File: src/sv/cbrf_pkg.sv
// ----------------------------------------------------------------------------
// cbrf_pkg
// Shared widths, register map and control groups for the cubic bisection
// root finder.
// ----------------------------------------------------------------------------
`default_nettype none

package cbrf_pkg;

  // endpoint format: signed fixed point
  localparam int X_W     = 24;
  localparam int FRAC    = 16;
  localparam int C_W     = 16;
  localparam int TOL_W   = 24;

  // Horner accumulator, wide enough for c*x^3 scaled by 2^(3*FRAC)
  localparam int MAXXF   = (X_W > FRAC) ? X_W : FRAC;
  localparam int ACC_W   = 3 * MAXXF + C_W + 3;

  // shared multiplier: one CH_W x X_W partial product per cycle in its multiply state
  localparam int CH_W    = 32;
  localparam int NCH     = (ACC_W + CH_W - 1) / CH_W;
  localparam int MAG_W   = NCH * CH_W;
  localparam int PROD_W  = CH_W + X_W;
  localparam int CNT_W   = (NCH > 1) ? $clog2(NCH) : 1;

  // width compare and result conversion
  localparam int WID_W   = X_W + 1;
  localparam int CMP_W   = (WID_W > TOL_W) ? WID_W : TOL_W;
  localparam int VAL_W   = 64;
  localparam int WIDE_W  = (ACC_W > VAL_W) ? ACC_W : VAL_W + 1;

  // stream words, padded to whole bytes
  localparam int IN_TDATA_W  = ((2 * X_W + 7) / 8) * 8;
  localparam int OUT_TDATA_W = ((X_W + VAL_W + 7) / 8) * 8;
  localparam int OUT_TUSER_W = 2;

  // configuration port
  localparam int NREG    = 5;
  localparam int ADDR_W  = $clog2(4 * NREG);
  localparam int DATA_W  = 32;
  localparam logic [TOL_W-1:0] TOL_RESET = TOL_W'(7);

  typedef enum logic [2:0] {
    REG_CUBIC  = 3'd0,
    REG_SQUARE = 3'd1,
    REG_LINEAR = 3'd2,
    REG_CONST  = 3'd3,
    REG_TOL    = 3'd4
  } reg_idx_t;

  typedef struct packed {
    logic signed [C_W-1:0] c3;
    logic signed [C_W-1:0] c2;
    logic signed [C_W-1:0] c1;
    logic signed [C_W-1:0] c0;
  } coeff_t;

  typedef struct packed {
    logic           start;
    logic [X_W-1:0] x;
  } eval_req_t;

  typedef struct packed {
    logic             done;
    logic [ACC_W-1:0] value;
  } eval_rsp_t;

endpackage

`default_nettype wire

File: src/sv/cubic_bisection_root_finder.sv
// ----------------------------------------------------------------------------
// cubic_bisection_root_finder
// Bisection search for a root of c3*x^3 + c2*x^2 + c1*x + c0 between two
// fixed-point endpoints, coefficients and stop width set over APB.
// ----------------------------------------------------------------------------
// Halvings per word: up to about 23 at full range and the reset
//   tolerance.
// Each cubic evaluation runs three Horner steps through
//   one 32 x 24 multiplier working over the 3 chunks of the accumulator.
// Throughput: one word at a time; in_tready is high only while idle.
// Reset: synchronous, active low; coefficients clear, tolerance reads 7.
// ----------------------------------------------------------------------------
`default_nettype none

module cubic_bisection_root_finder (
  input  wire logic                               clk,
  input  wire logic                               rst_n,
  // in_tdata: lower_start, upper_start
  input  wire logic                               in_tvalid,
  output logic                                    in_tready,
  input  wire logic [cbrf_pkg::IN_TDATA_W-1:0]    in_tdata,
  // out_tdata: root_estimate, value_at_root
  output logic                                    out_tvalid,
  input  wire logic                               out_tready,
  output logic [cbrf_pkg::OUT_TDATA_W-1:0]        out_tdata,
  // out_tuser: exact_zero, bracket_error
  output logic [cbrf_pkg::OUT_TUSER_W-1:0]        out_tuser,
  input  wire logic                               cfg_psel,
  input  wire logic                               cfg_penable,
  input  wire logic                               cfg_pwrite,
  input  wire logic [cbrf_pkg::ADDR_W-1:0]        cfg_paddr,
  input  wire logic [cbrf_pkg::DATA_W-1:0]        cfg_pwdata,
  output logic [cbrf_pkg::DATA_W-1:0]             cfg_prdata,
  output logic                                    cfg_pready
);

  // sequencer: endpoint evaluations, then one pass per halving
  typedef enum logic [8:0] {
    S_IDLE     = 9'b000000001,
    S_LO_GO    = 9'b000000010,
    S_LO_WAIT  = 9'b000000100,
    S_HI_GO    = 9'b000001000,
    S_HI_WAIT  = 9'b000010000,
    S_SETUP    = 9'b000100000,
    S_MID_GO   = 9'b001000000,
    S_MID_WAIT = 9'b010000000,
    S_FIN      = 9'b100000000
  } state_t;

  state_t state_r;

  // configuration
  cbrf_pkg::coeff_t              coeff_r;
  logic [cbrf_pkg::TOL_W-1:0]    tol_r;
  logic                          cfg_we;
  cbrf_pkg::reg_idx_t            cfg_idx;

  // search state
  logic [cbrf_pkg::X_W-1:0]      lo_r;
  logic [cbrf_pkg::X_W-1:0]      hi_r;
  logic                          lo_pos_r;
  logic                          hi_pos_r;
  logic [cbrf_pkg::X_W-1:0]      mid_r;
  logic [cbrf_pkg::WID_W-1:0]    wid_r;
  logic                          zero_r;
  logic                          err_r;

  // output register
  logic                          out_valid_r;
  logic [cbrf_pkg::X_W-1:0]      out_root_r;
  logic [cbrf_pkg::VAL_W-1:0]    out_val_r;
  logic                          out_zero_r;
  logic                          out_err_r;

  cbrf_pkg::eval_req_t           ev_req;
  cbrf_pkg::eval_rsp_t           ev_rsp;

  logic                          val_zero;
  logic                          val_pos;
  logic                          mv_lo;
  logic                          mv_hi;
  logic                          bad;
  logic                          stop;
  logic                          finish;
  logic                          out_load;
  logic [cbrf_pkg::WID_W-1:0]    ends_sum;
  logic [cbrf_pkg::WID_W-1:0]    ends_diff;
  logic [cbrf_pkg::WID_W-1:0]    width_nxt;
  logic [cbrf_pkg::TOL_W-1:0]    tol_eff;

  // floor to FRAC fraction bits, then clamp into 64 bits
  function automatic logic [cbrf_pkg::VAL_W-1:0] to_fixed_sat(
    input logic [cbrf_pkg::ACC_W-1:0] v
  );
    logic [cbrf_pkg::ACC_W-1:0]  s;
    logic [cbrf_pkg::WIDE_W-1:0] e;
    logic                        fits;
    s    = $signed(v) >>> (2 * cbrf_pkg::FRAC);
    e    = cbrf_pkg::WIDE_W'($signed(s));
    fits = (&e[cbrf_pkg::WIDE_W-1:cbrf_pkg::VAL_W-1]) ||
           !(|e[cbrf_pkg::WIDE_W-1:cbrf_pkg::VAL_W-1]);
    if (fits) begin
      to_fixed_sat = e[cbrf_pkg::VAL_W-1:0];
    end else if (e[cbrf_pkg::WIDE_W-1]) begin
      to_fixed_sat = {1'b1, {(cbrf_pkg::VAL_W-1){1'b0}}};
    end else begin
      to_fixed_sat = {1'b0, {(cbrf_pkg::VAL_W-1){1'b1}}};
    end
  endfunction

  // ---------------------------------------------------------------- APB
  assign cfg_pready = 1'b1;
  assign cfg_we     = cfg_psel && cfg_penable && cfg_pwrite && cfg_pready;
  assign cfg_idx    = cbrf_pkg::reg_idx_t'(cfg_paddr[cbrf_pkg::ADDR_W-1:2]);

  always_ff @(posedge clk) begin
    if (!rst_n) begin
      coeff_r <= '0;
      tol_r   <= cbrf_pkg::TOL_RESET;
    end else if (cfg_we) begin
      case (cfg_idx)
        cbrf_pkg::REG_CUBIC:  coeff_r.c3 <= cfg_pwdata[cbrf_pkg::C_W-1:0];
        cbrf_pkg::REG_SQUARE: coeff_r.c2 <= cfg_pwdata[cbrf_pkg::C_W-1:0];
        cbrf_pkg::REG_LINEAR: coeff_r.c1 <= cfg_pwdata[cbrf_pkg::C_W-1:0];
        cbrf_pkg::REG_CONST:  coeff_r.c0 <= cfg_pwdata[cbrf_pkg::C_W-1:0];
        cbrf_pkg::REG_TOL:    tol_r      <= cfg_pwdata[cbrf_pkg::TOL_W-1:0];
        default: begin
        end
      endcase
    end
  end

  always_comb begin
    case (cfg_idx)
      cbrf_pkg::REG_CUBIC:  cfg_prdata = cbrf_pkg::DATA_W'($unsigned(coeff_r.c3));
      cbrf_pkg::REG_SQUARE: cfg_prdata = cbrf_pkg::DATA_W'($unsigned(coeff_r.c2));
      cbrf_pkg::REG_LINEAR: cfg_prdata = cbrf_pkg::DATA_W'($unsigned(coeff_r.c1));
      cbrf_pkg::REG_CONST:  cfg_prdata = cbrf_pkg::DATA_W'($unsigned(coeff_r.c0));
      cbrf_pkg::REG_TOL:    cfg_prdata = cbrf_pkg::DATA_W'(tol_r);
      default:              cfg_prdata = '0;
    endcase
  end

  // ---------------------------------------------------- cubic evaluator
  assign ev_req.start = (state_r == S_LO_GO) || (state_r == S_HI_GO) ||
                        (state_r == S_MID_GO);
  assign ev_req.x     = (state_r == S_LO_GO) ? lo_r :
                        (state_r == S_HI_GO) ? hi_r : mid_r;

  cbrf_horner u_horner (
    .clk   (clk),
    .rst_n (rst_n),
    .coeff (coeff_r),
    .req   (ev_req),
    .rsp   (ev_rsp)
  );

  // sign class of the latest value: strictly positive or not
  assign val_zero = (ev_rsp.value == '0);
  assign val_pos  = !ev_rsp.value[cbrf_pkg::ACC_W-1] && !val_zero;

  // endpoint choice; the lower end is tried first
  assign mv_lo  = !val_zero && (val_pos == lo_pos_r);
  assign mv_hi  = !val_zero && !mv_lo && (val_pos == hi_pos_r);
  assign bad    = !val_zero && !mv_lo && !mv_hi;

  // zero tolerance behaves as one lsb
  assign tol_eff = (tol_r == '0) ? cbrf_pkg::TOL_W'(1) : tol_r;
  assign stop    = cbrf_pkg::CMP_W'(wid_r) <= cbrf_pkg::CMP_W'(tol_eff);
  assign finish  = val_zero || bad || stop;

  // floored midpoint and width of the interval before it is narrowed
  assign ends_sum  = {lo_r[cbrf_pkg::X_W-1], lo_r} + {hi_r[cbrf_pkg::X_W-1], hi_r};
  assign ends_diff = {lo_r[cbrf_pkg::X_W-1], lo_r} - {hi_r[cbrf_pkg::X_W-1], hi_r};
  assign width_nxt = ends_diff[cbrf_pkg::WID_W-1] ? (~ends_diff + 1'b1) : ends_diff;

  assign out_load = (state_r == S_FIN) && (!out_valid_r || out_tready);

  // ----------------------------------------------------------- sequencer
  always_ff @(posedge clk) begin
    if (!rst_n) begin
      state_r     <= S_IDLE;
      out_valid_r <= 1'b0;
    end else begin
      if (out_load) begin
        out_valid_r <= 1'b1;
      end else if (out_tready) begin
        out_valid_r <= 1'b0;
      end
      case (state_r)
        S_IDLE:     if (in_tvalid) state_r <= S_LO_GO;
        S_LO_GO:    state_r <= S_LO_WAIT;
        S_LO_WAIT:  if (ev_rsp.done) state_r <= S_HI_GO;
        S_HI_GO:    state_r <= S_HI_WAIT;
        S_HI_WAIT:  if (ev_rsp.done) state_r <= S_SETUP;
        S_SETUP:    state_r <= S_MID_GO;
        S_MID_GO:   state_r <= S_MID_WAIT;
        S_MID_WAIT: begin
          if (ev_rsp.done) begin
            state_r <= finish ? S_FIN : S_SETUP;
          end
        end
        S_FIN:      if (out_load) state_r <= S_IDLE;
        default:    state_r <= S_IDLE;
      endcase
    end
  end

  // search datapath
  always_ff @(posedge clk) begin
    case (state_r)
      S_IDLE: begin
        if (in_tvalid) begin
          lo_r <= in_tdata[cbrf_pkg::X_W-1:0];
          hi_r <= in_tdata[2*cbrf_pkg::X_W-1:cbrf_pkg::X_W];
        end
      end
      S_LO_WAIT: if (ev_rsp.done) lo_pos_r <= val_pos;
      S_HI_WAIT: if (ev_rsp.done) hi_pos_r <= val_pos;
      S_SETUP: begin
        mid_r <= ends_sum[cbrf_pkg::WID_W-1:1];
        wid_r <= width_nxt;
      end
      S_MID_WAIT: begin
        if (ev_rsp.done) begin
          zero_r <= val_zero;
          err_r  <= bad;
          if (mv_lo) lo_r <= mid_r;
          if (mv_hi) hi_r <= mid_r;
        end
      end
      default: begin
      end
    endcase
  end

  // result word; the evaluator holds its value while the sequencer waits here
  always_ff @(posedge clk) begin
    if (out_load) begin
      out_root_r <= mid_r;
      out_val_r  <= to_fixed_sat(ev_rsp.value);
      out_zero_r <= zero_r;
      out_err_r  <= err_r;
    end
  end

  assign in_tready  = (state_r == S_IDLE);
  assign out_tvalid = out_valid_r;
  assign out_tdata  = cbrf_pkg::OUT_TDATA_W'({out_val_r, out_root_r});
  assign out_tuser  = {out_err_r, out_zero_r};

endmodule

`default_nettype wire

File: src/sv/cbrf_horner.sv
// ----------------------------------------------------------------------------
// cbrf_horner
// Exact cubic evaluation in Horner form, p(x) scaled by 2^(3*FRAC), on one
// shared chunked multiplier.
// ----------------------------------------------------------------------------
`default_nettype none

module cbrf_horner (
  input  wire logic                clk,
  input  wire logic                rst_n,
  input  wire cbrf_pkg::coeff_t    coeff,
  input  wire cbrf_pkg::eval_req_t req,
  output cbrf_pkg::eval_rsp_t      rsp
);

  typedef enum logic [4:0] {
    H_IDLE  = 5'b00001,
    H_PREP  = 5'b00010,
    H_MUL   = 5'b00100,
    H_DRAIN = 5'b01000,
    H_ADD   = 5'b10000
  } hstate_t;

  hstate_t state_r;
  logic [cbrf_pkg::CNT_W-1:0]  ch_r;
  logic [1:0]                  step_r;
  logic                        pv_r;
  logic                        done_r;

  logic [cbrf_pkg::ACC_W-1:0]  acc_r;
  logic [cbrf_pkg::MAG_W-1:0]  mag_r;
  logic [cbrf_pkg::X_W-1:0]    mx_r;
  logic                        xneg_r;
  logic                        neg_r;
  logic [cbrf_pkg::PROD_W-1:0] prod_r;
  logic [cbrf_pkg::ACC_W-1:0]  sum_r;

  logic [cbrf_pkg::ACC_W-1:0]  term;
  logic [cbrf_pkg::ACC_W-1:0]  acc_abs;
  logic [cbrf_pkg::X_W-1:0]    x_abs;
  logic [cbrf_pkg::ACC_W-1:0]  sum_step;
  logic [cbrf_pkg::CH_W-1:0]   mag_top;

  // next coefficient, aligned to the running scale
  always_comb begin
    case (step_r)
      2'd0:    term = cbrf_pkg::ACC_W'(coeff.c2) << cbrf_pkg::FRAC;
      2'd1:    term = cbrf_pkg::ACC_W'(coeff.c1) << (2 * cbrf_pkg::FRAC);
      default: term = cbrf_pkg::ACC_W'(coeff.c0) << (3 * cbrf_pkg::FRAC);
    endcase
  end

  assign acc_abs  = acc_r[cbrf_pkg::ACC_W-1] ? (~acc_r + 1'b1) : acc_r;
  assign x_abs    = req.x[cbrf_pkg::X_W-1] ? (~req.x + 1'b1) : req.x;
  assign mag_top  = mag_r[cbrf_pkg::MAG_W-1 -: cbrf_pkg::CH_W];
  assign sum_step = (sum_r << cbrf_pkg::CH_W) + cbrf_pkg::ACC_W'(prod_r);

  always_ff @(posedge clk) begin
    if (!rst_n) begin
      state_r <= H_IDLE;
      ch_r    <= '0;
      step_r  <= '0;
      pv_r    <= 1'b0;
      done_r  <= 1'b0;
    end else begin
      done_r <= 1'b0;
      case (state_r)
        H_IDLE: begin
          if (req.start) begin
            step_r  <= '0;
            state_r <= H_PREP;
          end
        end
        H_PREP: begin
          ch_r    <= cbrf_pkg::CNT_W'(cbrf_pkg::NCH - 1);
          pv_r    <= 1'b0;
          state_r <= H_MUL;
        end
        H_MUL: begin
          pv_r <= 1'b1;
          if (ch_r == '0) begin
            state_r <= H_DRAIN;
          end else begin
            ch_r <= ch_r - 1'b1;
          end
        end
        H_DRAIN: begin
          pv_r    <= 1'b0;
          state_r <= H_ADD;
        end
        H_ADD: begin
          if (step_r == 2'd2) begin
            done_r  <= 1'b1;
            state_r <= H_IDLE;
          end else begin
            step_r  <= step_r + 1'b1;
            state_r <= H_PREP;
          end
        end
        default: state_r <= H_IDLE;
      endcase
    end
  end

  // datapath: magnitudes through the multiplier, sign restored on the add
  always_ff @(posedge clk) begin
    case (state_r)
      H_IDLE: begin
        if (req.start) begin
          acc_r  <= cbrf_pkg::ACC_W'(coeff.c3);
          xneg_r <= req.x[cbrf_pkg::X_W-1];
          mx_r   <= x_abs;
        end
      end
      H_PREP: begin
        mag_r <= cbrf_pkg::MAG_W'(acc_abs);
        neg_r <= acc_r[cbrf_pkg::ACC_W-1] ^ xneg_r;
        sum_r <= '0;
      end
      H_MUL: begin
        prod_r <= cbrf_pkg::PROD_W'(mag_top) * cbrf_pkg::PROD_W'(mx_r);
        mag_r  <= mag_r << cbrf_pkg::CH_W;
        if (pv_r) begin
          sum_r <= sum_step;
        end
      end
      H_DRAIN: begin
        sum_r <= sum_step;
      end
      H_ADD: begin
        acc_r <= (neg_r ? ~sum_r : sum_r) + term + cbrf_pkg::ACC_W'(neg_r);
      end
      default: begin
      end
    endcase
  end

  assign rsp.done  = done_r;
  assign rsp.value = acc_r;

endmodule

`default_nettype wire

File: config.mk
export PLATFORM = sky130hd
export DESIGN_NAME = cubic_bisection_root_finder
export DESIGN_NICKNAME = d
export VERILOG_FILES = /design/src/sv/cbrf_pkg.sv /design/src/sv/cubic_bisection_root_finder.sv /design/src/sv/cbrf_horner.sv
export SDC_FILE = /design/constraint.sdc
export NUM_CORES = 2
export LEC_CHECK = 0
export BUFFER_PORTS_ARGS = -buffer_cell sky130_fd_sc_hd__buf_2
export CAP_MARGIN = 20
export CORE_MARGIN = 1
export CORE_UTILIZATION = 57
export CTS_CLUSTER_DIAMETER = 150
export DETAILED_ROUTE_END_ITERATION = 10
export PLACE_DENSITY = 0.86
export SLEW_MARGIN = 0
export SYNTH_ARGS = -nofsm -noshare
export SYNTH_HDL_FRONTEND = slang
export SYNTH_SLANG_ARGS = --single-unit
File: constraint.sdc
create_clock -name clk -period 18.79 [get_ports clk]
set_input_delay 2.8185 -clock clk [delete_from_list [all_inputs] [get_ports clk]]
set_output_delay 2.8185 -clock clk [all_outputs]
set_load 0.005 [all_outputs]
==> metrics.cfg <==
[global_routing]
grt_max_degree=130
overflow=0
grt_pass1_wl_um=281000
gr-usage-all-layers=0.324
grt_pass1_vias=50300
antenna_found_initial=6

[run_status]
status=completed

[critical_path]
r2r_cells=25
critPathArrivalTime_ns=9.39
r2r_slack_ns=9.72
reg2reg_from=u_horner.mag_r[69]
critPathRequiredTime_ns=19.11
worstSetupEndpointType=flop
cp_max_fo=24
r2r_end=u_horner.prod_r[52]
path_class=reg2reg
worst_setup_path_start_kind=flop

[synthesis]
avgSynthCellArea_um2=9.35
synthArstFlopShare=0
ys_seq_area_frac=0.294
synth_area_um2=63200
netlist_instances=6760
ys.flop_type=edfxtp_1
ys_seq_elements=655
ys_types=80
synth-edff-count=546
yosys_warnings=0

[floorplan]
dieWidth_um=335
dieArea_um2=112000
num_rows=121
initial_core_util=0.578
ios=217
dieHeight_um=335
coreArea_um2=109000

[timing]
rsz0062_at_grt=no
hold_ws_ns=0.487
slew_headroom=0.218
period_share=0.483
fmax_ghz=0.110
period_minus_slack_ns=9.07
skew_ns=0.0555
fin_ws_ns=9.72
fin_setup_tns_ns=0
hold_viol=0
setup_viol=0
tightestPinTransition_ns=1.17
drv_slew=0

[min_path]
holdPathStages=0
worstHoldStart=mid_r[12]
hold_end=out_root_r[12]
hp-class=reg2reg

[placed_design]
pre_cts_slack_ns=9.92
io_buffers=197
dpl.hpwl_um=139000
routabilityCongestion=1.01
dpl.cell_count=8145

[cts]
clockBufferDepth=3
htreeDepth=3
cts_tree=yes
cts_hold_buf=0
cts_made_buffers=73
clk-insertion-delay-late_ns=0.65
cts_sinks=655
postCtsSetupBuffers=0
cts.clk_slew.worst_paths_ns=0.06
clockRootBuffer=clkbuf_16
cts_resized=0

[flow_run]
cap_violations=0

[layout]
drive_above_1_share=0.0655
fillCellCount=8667
syn_to_final_growth_pct=7.31
stdcell_count=8287
fin_nets=7864

[route]
drc_errors=0
firstDrtPassIters=7
post_drt_wl_per_cell_um=22.0
avgViaCountPerCell=6.07
vias=50300
drtIter0Drc=5544
wl_um=182000
ant_nets=0

flip-flops by register name, summed over array words and instances (netlist names), 25 cells and up:
signal,count
wid_r,25
u_horner.prod_r,56
out_val_r,59
u_horner.mag_r,96
coeff_r,64
u_horner.acc_r,91
u_horner.sum_r,91
worst max-delay path by stage:
stage / slack (ns) / start / end
after CTS: 9.88 / u_horner.mag_r[78] / u_horner.prod_r[52]
after detailed placement: 9.92 / u_horner.mag_r[78] / u_horner.prod_r[52]
after global routing: 9.33 / u_horner.mag_r[79] / u_horner.prod_r[52]
after floorplan: 2.76 / u_horner.state_r[3] / u_horner.sum_r[0]
after global placement: 10.01 / u_horner.mag_r[86] / u_horner.prod_r[52]
final: 9.72 / u_horner.mag_r[69] / u_horner.prod_r[52]
per-layer routing:
layer,GRT usage,wire length [um],up-vias
met2,0.523,85000,2868
met3,0.0537,18300,561
met5,0,39,-
li1,-,-,22200
met4,0.150,9630,6
met1,0.428,69100,24700
Yosys cell counts, types with 21 or more instances:
cell | n | area [um2]
fa_1 | 661 | 13200
or3_1 | 31 | 194
xnor2_1 | 173 | 1520
and3_1 | 46 | 288
edfxtp_1 | 546 | 16400
o21a_1 | 31 | 233
a211oi_1 | 22 | 165
nor2b_1 | 39 | 244
a21o_1 | 102 | 766
o21ai_0 | 322 | 1610
nand2b_1 | 57 | 357
nor4_1 | 31 | 194
mux2i_1 | 28 | 280
and2_1 | 485 | 3030
o211ai_1 | 29 | 218
nor3_1 | 69 | 345
o22ai_1 | 31 | 194
nand4_1 | 47 | 294
dfxtp_1 | 109 | 2180
nand3_1 | 56 | 280
nor2_1 | 293 | 1100
inv_1 | 862 | 3240
ha_1 | 361 | 4520
a31oi_1 | 41 | 257
o21bai_1 | 45 | 338
o41ai_1 | 21 | 184
clkbuf_1 | 327 | 1230
a21boi_0 | 96 | 721
xor2_1 | 252 | 2210
nand2_1 | 994 | 3730
a21oi_1 | 266 | 1330
o31ai_1 | 42 | 315
stage by stage:
step | area (um2) | util
CTS | 67700 | 0.618
detailed placement | 65300 | 0.596
global route | 67800 | 0.620
floorplan | 63300 | -
finish | 67800 | 0.620
global placement | 65300 | 0.596
layout by cell type, fill, tap and decap left out, drive strengths merged, types with 28 or more instances in the layout:
master and n:
o31ai 42, nand2 994, a31oi 41, or3 34
nand3 56, nor2b 39, buf 267, o21ai 322
o21bai 45, o21a 31, nor3 69, xor2 252
o22ai 31, nand4 47, clkbuf 93, edfxtp 546
nor4 31, a21oi 266, nand2b 57, a21boi 96
and3 46, nor2 293, and2 486, inv 865
fa 661, mux2i 28, a21o 102, xnor2 173
ha 361, dfxtp 109, o211ai 29
critical path: stages, from the launching register on:
cell and delay (ns):
edfxtp_1 1.07, nand2_1 0.18, fa_1 0.54, inv_1 0.06, fa_1 0.51, inv_1 0.06
fa_1 0.52, inv_1 0.05, fa_1 0.50, fa_1 0.45, fa_1 0.51, inv_1 0.06
fa_1 0.50, inv_1 0.06, ha_1 0.36, nand2_1 0.18, o21ai_0 0.41, o21ai_0 0.21
a211oi_1 0.43, o221ai_1 0.31, a211oi_1 0.51, o21ai_0 0.27, o31ai_1 0.45, a21oi_1 0.19
mux2i_1 0.19, o2111ai_1 0.16
cell families (layout without fill, tap and decap cells):
family          Yosys count  in the layout  share of synthesized area
compound gates         1157           1157                      0.116
xor+xnor                425            425                     0.0589
fa+ha+maj              1022           1022                      0.281
buf+inv                1222           1263                     0.0735
flops                   655            655                      0.294
mux                      29             29                    0.00461
other cells               2             12                   0.000119
simple gates           2248           2248                      0.172
layout make-up:
class                           instances  area, um2  area share
Sequential cell                       655      18600       0.274
Multi-Input combinational cell       4890      40100       0.591
Inverter                              863       3240      0.0478
Clock buffer                           93       1930      0.0285
Clock inverter                         40        515     0.00760
Antenna cell                            3       7.51    0.000111
Tap cell                             1476       1850      0.0272
Timing Repair Buffer                  267       1610      0.0237
Power is not shown: default switching activity piles up to over one toggle a cycle in this logic, so the estimate is an artifact.
